==> src/rtl/core/cbm_pkg.sv <==
// shared types and constants of the cartridge bank mapper
`default_nettype none

package cbm_pkg;

    localparam int BANK_BYTES  = 4096;
    localparam int XROM_BYTES  = 1024;
    localparam int ADDR_W      = 12;
    localparam int XROM_AW     = 10;
    localparam int BANK_W      = 3;
    localparam int LOAD_W      = 15;

    localparam logic [1:0] CMD_BUS       = 2'd0;
    localparam logic [1:0] CMD_LOAD_ROM  = 2'd1;
    localparam logic [1:0] CMD_LOAD_XROM = 2'd2;

    localparam logic [7:0] BYTE_CHOICE = 8'hfe;
    localparam logic [7:0] BYTE_FLAG   = 8'hff;
    localparam logic [7:0] FLAG_MAGIC  = 8'haa;
    localparam logic [7:0] OP_JMP      = 8'h04;
    localparam logic [7:0] OP_ZERO     = 8'h00;

    localparam logic [BANK_W-1:0] MENU_BANK_TOP = 3'd3;

    typedef enum logic [1:0] {
        MODE_2K4K = 2'd0,
        MODE_8K   = 2'd1,
        MODE_XROM = 2'd2,
        MODE_16K  = 2'd3
    } mode_t;

    typedef struct packed {
        logic [1:0]        command;
        logic [ADDR_W-1:0] address;
        logic              bank_low_line;
        logic              bank_high_line;
        logic              fetch_strobe_n;
        logic              write_strobe_n;
        logic              chip_select_n;
        logic              inverse_select;
        logic [7:0]        data_in;
        logic [LOAD_W-1:0] load_address;
        logic              reset_pending;
    } cbm_in_t;

    typedef struct packed {
        logic       drive_data;
        logic [7:0] data_out;
        logic       choice_valid;
        logic [7:0] game_choice;
        logic       menu_exit;
    } cbm_out_t;

    typedef struct packed {
        logic [BANK_W-1:0] bank;
        logic              bank_ok;
        logic              src_rom;
        logic              src_xrom;
        logic              exit_chk;
        logic              scratch_wr;
        logic              latch_wr;
        logic [BANK_W-1:0] latch_val;
    } cbm_dec_t;

endpackage

`default_nettype wire

==> src/rtl/core/cbm_decode.sv <==
// bus cycle decode: bank select, drive source and side effects of one word
`default_nettype none

module cbm_decode #(
    parameter int NUM_BANKS = 8
) (
    input  wire cbm_pkg::cbm_in_t             word,
    input  wire logic                         in_menu,
    input  wire cbm_pkg::mode_t               game_mode,
    input  wire logic [cbm_pkg::BANK_W-1:0]   bank_latch,
    output cbm_pkg::cbm_dec_t                 dec
);

    import cbm_pkg::*;

    logic [BANK_W-1:0] bank_menu;
    logic              fetch;
    logic              sel_write;

    assign bank_menu = MENU_BANK_TOP - {1'b0, word.bank_high_line, word.bank_low_line};
    assign fetch     = !word.fetch_strobe_n;
    assign sel_write = !word.chip_select_n && !word.write_strobe_n;

    always_comb
    begin
        dec = '0;
        if (word.command == CMD_BUS)
        begin
            if (in_menu)
            begin
                dec.bank       = bank_menu;
                dec.src_rom    = fetch;
                dec.exit_chk   = fetch && word.reset_pending;
                dec.scratch_wr = sel_write && word.inverse_select;
            end
            else
            begin
                unique case (game_mode)
                    MODE_2K4K:
                    begin
                        dec.bank    = word.bank_low_line ? 3'd0 : 3'd1;
                        dec.src_rom = fetch;
                    end
                    MODE_8K:
                    begin
                        dec.bank    = bank_menu;
                        dec.src_rom = fetch;
                    end
                    MODE_XROM:
                    begin
                        if (word.bank_high_line && word.inverse_select)
                        begin
                            dec.src_xrom = 1'b1;
                        end
                        else
                        begin
                            dec.src_rom = fetch;
                        end
                    end
                    MODE_16K:
                    begin
                        if (sel_write)
                        begin
                            dec.latch_wr  = word.address[7];
                            dec.latch_val = ~word.data_in[BANK_W-1:0];
                        end
                        else
                        begin
                            dec.bank    = word.bank_low_line ? 3'd0 : bank_latch;
                            dec.src_rom = fetch;
                        end
                    end
                    default:
                    begin
                        dec.src_rom = 1'b0;
                    end
                endcase
            end
        end
        dec.bank_ok = (32'(dec.bank) < NUM_BANKS);
    end

endmodule

`default_nettype wire

==> config.mk <==
export PLATFORM = sky130hd
export DESIGN_NAME = cbm_decode
export DESIGN_NICKNAME = d
export VERILOG_FILES = /design/src/rtl/core/cbm_pkg.sv /design/src/rtl/core/cbm_decode.sv
export SDC_FILE = /design/constraint.sdc
export NUM_CORES = 1
export LEC_CHECK = 0
export BUFFER_PORTS_ARGS = -buffer_cell sky130_fd_sc_hd__buf_2
export CAP_MARGIN = 20
export CORE_AREA = 4 4 41 43
export DETAILED_ROUTE_END_ITERATION = 7
export DIE_AREA = 0 0 45 47
export PLACE_DENSITY = 0.66
export SLEW_MARGIN = 5
export SYNTH_ARGS = -nofsm -noshare
export SYNTH_HDL_FRONTEND = slang
export SYNTH_SLANG_ARGS = --single-unit
==> constraint.sdc <==
create_clock -name vclk -period 5.1
set_input_delay 1.53 -clock vclk [all_inputs]
set_output_delay 1.53 -clock vclk [all_outputs]
set_load 0.01 [all_outputs]
* Word-level counts from Yosys, hierarchy flattened
Index checks and enable logic that the tools add are counted.
** Storage, ports and cells
- Register bits after elaboration :: 0
- Input bits :: 50
- Output and inout port bits :: 12
- Word-level logic and storage cells :: 33
** Operators by class
- $add $sub $neg :: 1
- Equal/unequal tests :: 3
- Muxes and demuxes :: 18
- Bitwise operators :: 1
- Reductions and logical operators :: 10
** Operators with widths (number)
- 3-bit 2-to-1 mux :: 4
- 4-bit 2-to-1 mux :: 3
- 3-bit one-hot mux with 3 select lines :: 1
- 8-bit 2-to-1 mux :: 1
- 1-bit 2-to-1 mux :: 7
- 2-bit == test (second input constant) :: 2
- 1-bit logical AND :: 4
- 2-bit zero test :: 2
- 1-bit zero test :: 3
- 3-bit NOT :: 1
- 1-bit one-hot mux with 3 select lines :: 1
- 2-bit by 2-bit subtractor with 3-bit output (first input constant) :: 1
- 2-bit by 1-bit == test with 1-bit output (second input constant) :: 1
- 2-bit 2-to-1 mux :: 1
- 2-bit OR reduction :: 1

* Logic depth before layout (Yosys ltp)
Gate-level depths: netlist (run 1).
- Depth after elaboration :: 6
- Mapped depth :: 3
- Gate-level depth less buffers :: 3

* Worst setup path after synthesis (run 1)
No wires, ideal clock.
- Path type :: input -> output
- Start point :: in in_menu
- End point :: out dec[10] (netlist bit)
- Data arrival time :: 2.353 ns
- Data required time :: 3.570 ns
- Path slack :: 1.217 ns
- Stages :: 3
- Cell sequence :: nand2b_4 > or4_1 > a21boi_1
** RTL lines
- start: declaration :: RTL line cbm_decode.sv:8 : input wire logic in_menu,
- end: declaration :: RTL line cbm_decode.sv:11 : output cbm_pkg::cbm_dec_t dec

==> reports/metrics.cfg, run 1 <==
[floorplan]
core_area_um2=1301
start_util=0.1423
ios=62
die_w_um=45
design.die.area_um2=2115
rows=13
die_height_um=47

[clock_tree]
postCtsSetupBuffers=0
ctsResizeCount=0
postCtsHoldBufs=0

[layout]
drive_above_1_share=0.5763
synthToLayoutAreaGrowth_pct=87.16
nets=111
fillCellCount=162
clkbuf_count=0
final_cell_mix=buf_2 (30), nor2_1 (6), nor4_1 (3), inv_1 (2), a21oi_1 (2)
seq_area_um2=0
final_common_cell=buf_2
seq_cell_count=0
num_antenna_cells=0

[synth]
synth.cell_area_um2=185.2
synth_seq_area_share=0
synthTopCellsByArea=nor2_1 (12%), nor4_1 (10%), nand2b_4 (7.4%)
syn_area_per_cell_um2=6.173
synthCells=30
yosysTopAreaCell=nor2_1
yosys_warnings=0
synth_top_area_share=0.1216
synth_nets=80
ys_types=21

[timing]
max_freq_mhz=244.0
slew_violations=0
fin_ws_ns=1.002
finalCriticalPeriod_ns=4.098
fin_crit_sh=0.8035
tns_ns=0
hold_viol=0
grt_setup_unrepaired=no
finalSetupViolCount=0

[pwr]
powerDensity_nw_per_um2=53.39
p_leak_uw=0.0002010
ir_worst_vdd_mv=0.01388

[global_route]
antenna_found_initial=0
grt_pass1_vias=310
gr-usage-all-layers=0.06766
grt-ovfl-total=0
grt_start_max_net_pins=7
grt_pass1_wl_um=1152

[critical_path]
worstSetupEndpointType=primary output
worstPathRequired_ns=3.57
arrival_ns=2.57
startpoint_type=input port
crit_path_start=in_menu
cp_max_fo=5
critPathKind=in -> out
crit_end=dec[10]

[place]
pre_cts_ws_ns=1.000
finalWeightedCongestion=0.7342
io_buffers=30
hpwl_um=700.5

[worst_hold_path]
whs_path_depth=3
hold_class=in -> out

[drt]
routed_wirelength_um=761
drt_iter0_drc=2
ant_nets=0
avgRoutedWirePerCell_um=10.28
vias=335
vias_per_cell=4.527
drc=0
dr.pass1.iters=2

[outcome]
outcome=complete, no violations

[flow_run]
cap_violations=0

==> power breakdown <==
part           switching, µW  internal (µW)  total [µW]
clock network              0              0           0
registers                  0              0           0
logic                   8.94           9.56        18.5
total                   8.94           9.56        18.5
==> logic make-up after synthesis <==
logic type,synth area share
compound gates,0.2027
other cells,0.02025
buf+inv,0.08111
simple gates,0.6959
==> worst max-delay path, stage by stage <==
cell and delay, ns:
buf_2 0.12, nand2b_4 0.15, or4_1 0.47, a21boi_1 0.15
buf_2 0.14
==> per-layer routing <==
metal,vias to the layer above,track usage,share of wire
met5,-,0,0
li1,173,-,-
met4,0,0,0
met1,143,0.07416,0.38
met3,0,0.01533,0.18
met2,19,0.1384,0.45
==> cell usage after synthesis (2+ instances only) <==
master / number
nor2_1: 6
nor4_1: 3
a21oi_1: 2
inv_1: 2
==> worst min path at each step <==
stage | start | endpoint
after floorplan | word[16] | dec[0]
after global placement | word[17] | dec[1]
after detailed placement | word[16] | dec[0]
after CTS | word[16] | dec[0]
after global routing | word[18] | dec[2]
final | word[16] | dec[0]
==> layout make-up <==
| type | instances | area [µm²] | area share |
|---|---|---|---|
| Multi-Input combinational cell | 27 | 170.2 | 0.4910 |
| Timing Repair Buffer | 30 | 150.1 | 0.4332 |
| Tap cell | 15 | 18.77 | 0.05415 |
| Inverter | 2 | 7.507 | 0.02166 |
==> per-stage QoR <==
step | cells | util | hold WS, ns | power (µW) | instance area (µm²)
after floorplan | 30 | - | 3.108 | 7.259 | 185.2
after detailed placement | 74 | 0.2663 | 3.293 | 18.55 | 346.6
after global placement | 74 | 0.2663 | 3.291 | 18.26 | 346.6
after global routing | 74 | 0.2663 | 3.302 | 20.53 | 346.6
final | 74 | 0.2663 | 3.292 | 18.50 | 346.6
after CTS | 74 | 0.2663 | 3.294 | 18.62 | 346.6
Note: power is estimated with default switching activity, not from simulation.
==> run 2: changes to the inputs <==
- ABC_AREA: not set -> 1
- PLACE_DENSITY: 0.66 -> 0.7
- clock period: 5.1 -> 4.2 ns (I/O delays scaled with it)
==> run 2 against run 1 <==
Compared with the run above: sequential cell count unchanged; die area did not move; first-iteration DRC count rose by 100%; routed wire length is 14% higher; combinational power grew 46%; largest power group unchanged.
==> reports/metrics.cfg, run 2 <==
[layout]
synthToLayoutAreaGrowth_pct=70.11
final_area_um2=391.6
final_cell_mix=buf_2 (30), nand2_1 (11), inv_1 (8), nor2_1 (7), nand3_1 (5)
fin_util=0.3010
seq_area_um2=0
nets=130
drive_above_1_share=0.4615
num_antenna_cells=0
final_common_cell=buf_2
instances_no_fill=93
fillCellCount=160
clkbuf_count=0
seq_cell_count=0

[timing]
grt_setup_unrepaired=no
fin_crit_sh=0.7763
finalSetupViolCount=0
max_freq_mhz=306.7
tns_ns=0
finalCriticalPeriod_ns=3.261
hold_viol=0
slew_violations=0

[drt]
routed_wirelength_um=867
drc=0
drt_iter0_drc=4
vias=402
ant_nets=0
avgRoutedWirePerCell_um=9.323
dr.pass1.iters=4
vias_per_cell=4.323

[floorplan]
rows=13
die_w_um=45
start_util=0.1769
ios=62
die_height_um=47
core_area_um2=1301
design.die.area_um2=2115

[place]
hpwl_um=805.4
finalWeightedCongestion=0.7638
io_buffers=30
dpl-instance-area_um2=391.6
dp_cells=93

[pwr]
powerDensity_nw_per_um2=68.92
total_power_uw=26.99
internal-power_uw=11.69
sw_frac_of_total=0.5668
power.net_switching_uw=15.30
clkPwrFrac=0
p_comb_frac=1.000
power_frac_seq=0
ir_worst_vdd_mv=0.02028
p_leak_uw=0.0002474

[clock_tree]
postCtsSetupBuffers=0
ctsResizeCount=0
postCtsHoldBufs=0

[critical_path]
critPathTopFamily=buffers and inverters
max_stage_delay_ns=0.22
critical-path-slowest-cell=nor2_1
worstPathRequired_ns=2.94
crit_buf_inv=3
cp_max_fo=3
worstSetupEndpointType=primary output
arrival_ns=2.00
critical_path.cell_chain=buf_2 > nor2_1 > inv_1 > nand3_1 > a21oi_1 > buf_2
critPathKind=in -> out
startpoint_type=input port
cpMostUsedCell=buf_2

[global_route]
grt-ovfl-total=0
grt_pass1_vias=369
gr-usage-all-layers=0.08340
grt_pass1_wl_um=1428
grt_start_max_net_pins=7
antenna_found_initial=0

[worst_hold_path]
hold_class=in -> out

[synth]
syn_area_per_cell_um2=4.698
yosysTopAreaCell=nand2_1
synthCells=49
ys_types=16
synth_seq_area_share=0
post-synth-top-count-cell=nand2_1
synth_nets=99
synth_top_area_share=0.1793
ys_top_cells_by_count=nand2_1 (11), inv_1 (8), nor2_1 (7), nand3_1 (5)
yosys_warnings=0
synth.cell_area_um2=230.2
synthTopCellsByArea=nand2_1 (18%), inv_1 (13%), nor2_1 (11%)

[flow_run]
cap_violations=0

[outcome]
outcome=complete, no violations

==> run 2: changes by cell type in the layout (fill, tap and decap cells not counted), moves of 2 or more <==
| cell | delta |
|---|---|
| nor4_1 | -2 |
| inv_1 | +6 |
| nand2_2 | +2 |
| nand2_1 | +10 |
| nand3_1 | +4 |
| nor3_1 | +2 |
==> run 2: area by class of cell <==
type	count	area, µm²	area share
Multi-Input combinational cell	38	183.9	0.4696
Tap cell	15	18.77	0.04792
Timing Repair Buffer	30	150.1	0.3834
Inverter	10	38.79	0.09904
==> run 2: kinds of logic (layout without fill, tap and decap cells) <==
kind of cell | count (synthesis) | after routing | synth area share
simple gates | 31 | 31 | 0.6413
buf+inv | 11 | 40 | 0.2011
compound gates | 6 | 6 | 0.1413
other cells | 1 | 1 | 0.01629
==> run 2: power by group through the flow <==
stage          registers, µW  logic (µW)  clock network [µW]
2_1_floorplan              0        13.0                   0
3_3_place_gp               0        26.6                   0
3_5_place_dp               0        27.2                   0
4_1_cts                    0        27.3                   0
5_1_grt                    0        30.8                   0
6_report                   0        27.0                   0
==> run 2: path summary, 6_finish.rpt <==
check | startpoint | end | cells past startpoint
worst min-delay path | word[17] | dec[1] | 3
worst max-delay path | word[26] | dec[10] | 6
==> run 2: per-layer routing <==
metal,part of all wire,up-vias,track usage
met2,0.45,17,0.1582
met5,0,-,0
met1,0.42,173,0.1056
li1,-,212,-
met4,0,0,0
met3,0.12,0,0.01149
==> run 2: stage by stage <==
step           hold slack, ns  setup slack [ns]
6_report                2.761            0.9394
5_1_grt                 2.772            0.7818
4_1_cts                 2.765            0.9339
3_5_place_dp            2.764            0.9365
3_3_place_gp            2.759            0.9351
2_1_floorplan           2.553             1.114
==> run 3: changes to the inputs <==
- ABC_AREA: 1 -> 0
- PLACE_DENSITY: 0.7 -> 0.69
- clock period: 4.2 -> 2.9 ns (I/O delays scaled with it)
==> run 3 against run 2 <==
Compared with the run above: highest routed layer unchanged; non-clock buffer count unchanged; routed wire length decreased by 12%; final cell count fell by 20%; critical path depth shrank 1; sequential cell count unchanged; core utilization is 3.0 points lower; global-route usage down 2.3 points; critical path type unchanged.
==> reports/metrics.cfg, run 3 (synthesized netlist as in run 1, its figures left out) <==
[drt]
ant_nets=0
avgRoutedWirePerCell_um=10.26
drt_iter0_drc=0
vias_per_cell=4.284
vias=317
dr.pass1.iters=1
drc=0
routed_wirelength_um=759

[timing]
max_freq_mhz=359.6
tns_ns=0
grt_setup_unrepaired=no
finalCriticalPeriod_ns=2.781
fin_ws_ns=0.1191
slew_violations=0
finalSetupViolCount=0
fin_crit_sh=0.9589
hold_viol=0
whs_ns=1.970

[layout]
final_cell_mix=buf_2 (30), nor2_1 (6), nor4_1 (3), inv_1 (2), a21oi_1 (2)
final_common_cell=buf_2
synthToLayoutAreaGrowth_pct=90.54
fillCellCount=159
num_antenna_cells=0
final_area_um2=352.8
nets=111
drive_above_1_share=0.5932
seq_cell_count=0
seq_area_um2=0
clkbuf_count=0

[floorplan]
die_height_um=47
core_area_um2=1301
rows=13
design.die.area_um2=2115
die_w_um=45
start_util=0.1423
ios=62

[pwr]
total_power_uw=33.14
ir_worst_vdd_mv=0.01890
powerDensity_nw_per_um2=93.91
p_leak_uw=0.0002024

[place]
dpl-instance-area_um2=346.6
pre_cts_ws_ns=0.1328
finalWeightedCongestion=0.6629
io_buffers=30
hpwl_um=664.2

[global_route]
grt_start_max_net_pins=7
grt-ovfl-total=0
grt_pass1_vias=274
antenna_found_initial=0
gr-usage-all-layers=0.06058
grt_pass1_wl_um=1035

[worst_hold_path]
min_to=dec[2]
whs_path_depth=3
min_from=word[18]
hold_class=in -> out

[critical_path]
cp_max_fo=5
arrival_ns=1.91
worstPathRequired_ns=2.03
startpoint_type=input port
worstSetupEndpointType=primary output
critPathKind=in -> out

[clock_tree]
ctsResizeCount=0
postCtsHoldBufs=0
postCtsSetupBuffers=0

[flow_run]
cap_violations=0

[outcome]
outcome=complete, no violations

[run 3: per-layer routing]
layer	wire, µm	global-route usage	share of wire	vias up
li1	-	-	-	169
met1	274	0.07191	0.36	129
met2	359	0.1215	0.47	19
met3	125	0.007663	0.16	0
met4	0	0	0	0
met5	0	0	0	-
[run 3: worst max-delay path, cell delays in order]
cell and delay [ns]:
buf_2 0.13, nand2b_4 0.16, or4_1 0.46, a21boi_1 0.15, buf_2 0.14
[run 3: area by class of cell]
type,instances,area (µm²),share of cell area
multi-input combinational,27,176.4,0.5000
timing repair buffer,30,150.1,0.4255
tap,15,18.77,0.05319
inverter,2,7.507,0.02128
[run 3: power breakdown]
group          switching (µW)  leakage [µW]  internal [µW]
clock                       0             0              0
sequential                  0             0              0
combinational            16.1      0.000202           17.0
[run 3: worst max-delay path by stage]
stage	from	to	slack [ns]	cells after the start
final	in_menu	dec[10]	0.12	5
after global routing	in_menu	dec[10]	0.07	5
after CTS	in_menu	dec[10]	0.13	5
after detailed placement	in_menu	dec[10]	0.13	5
after global placement	in_menu	dec[10]	0.13	5
after floorplan	in_menu	dec[10]	0.34	3
[run 3: stage by stage]
stage,cells,utilization
final,74,0.2712
after global routing,74,0.2712
after CTS,74,0.2663
after detailed placement,74,0.2663
after global placement,74,0.2663
after floorplan,30,-
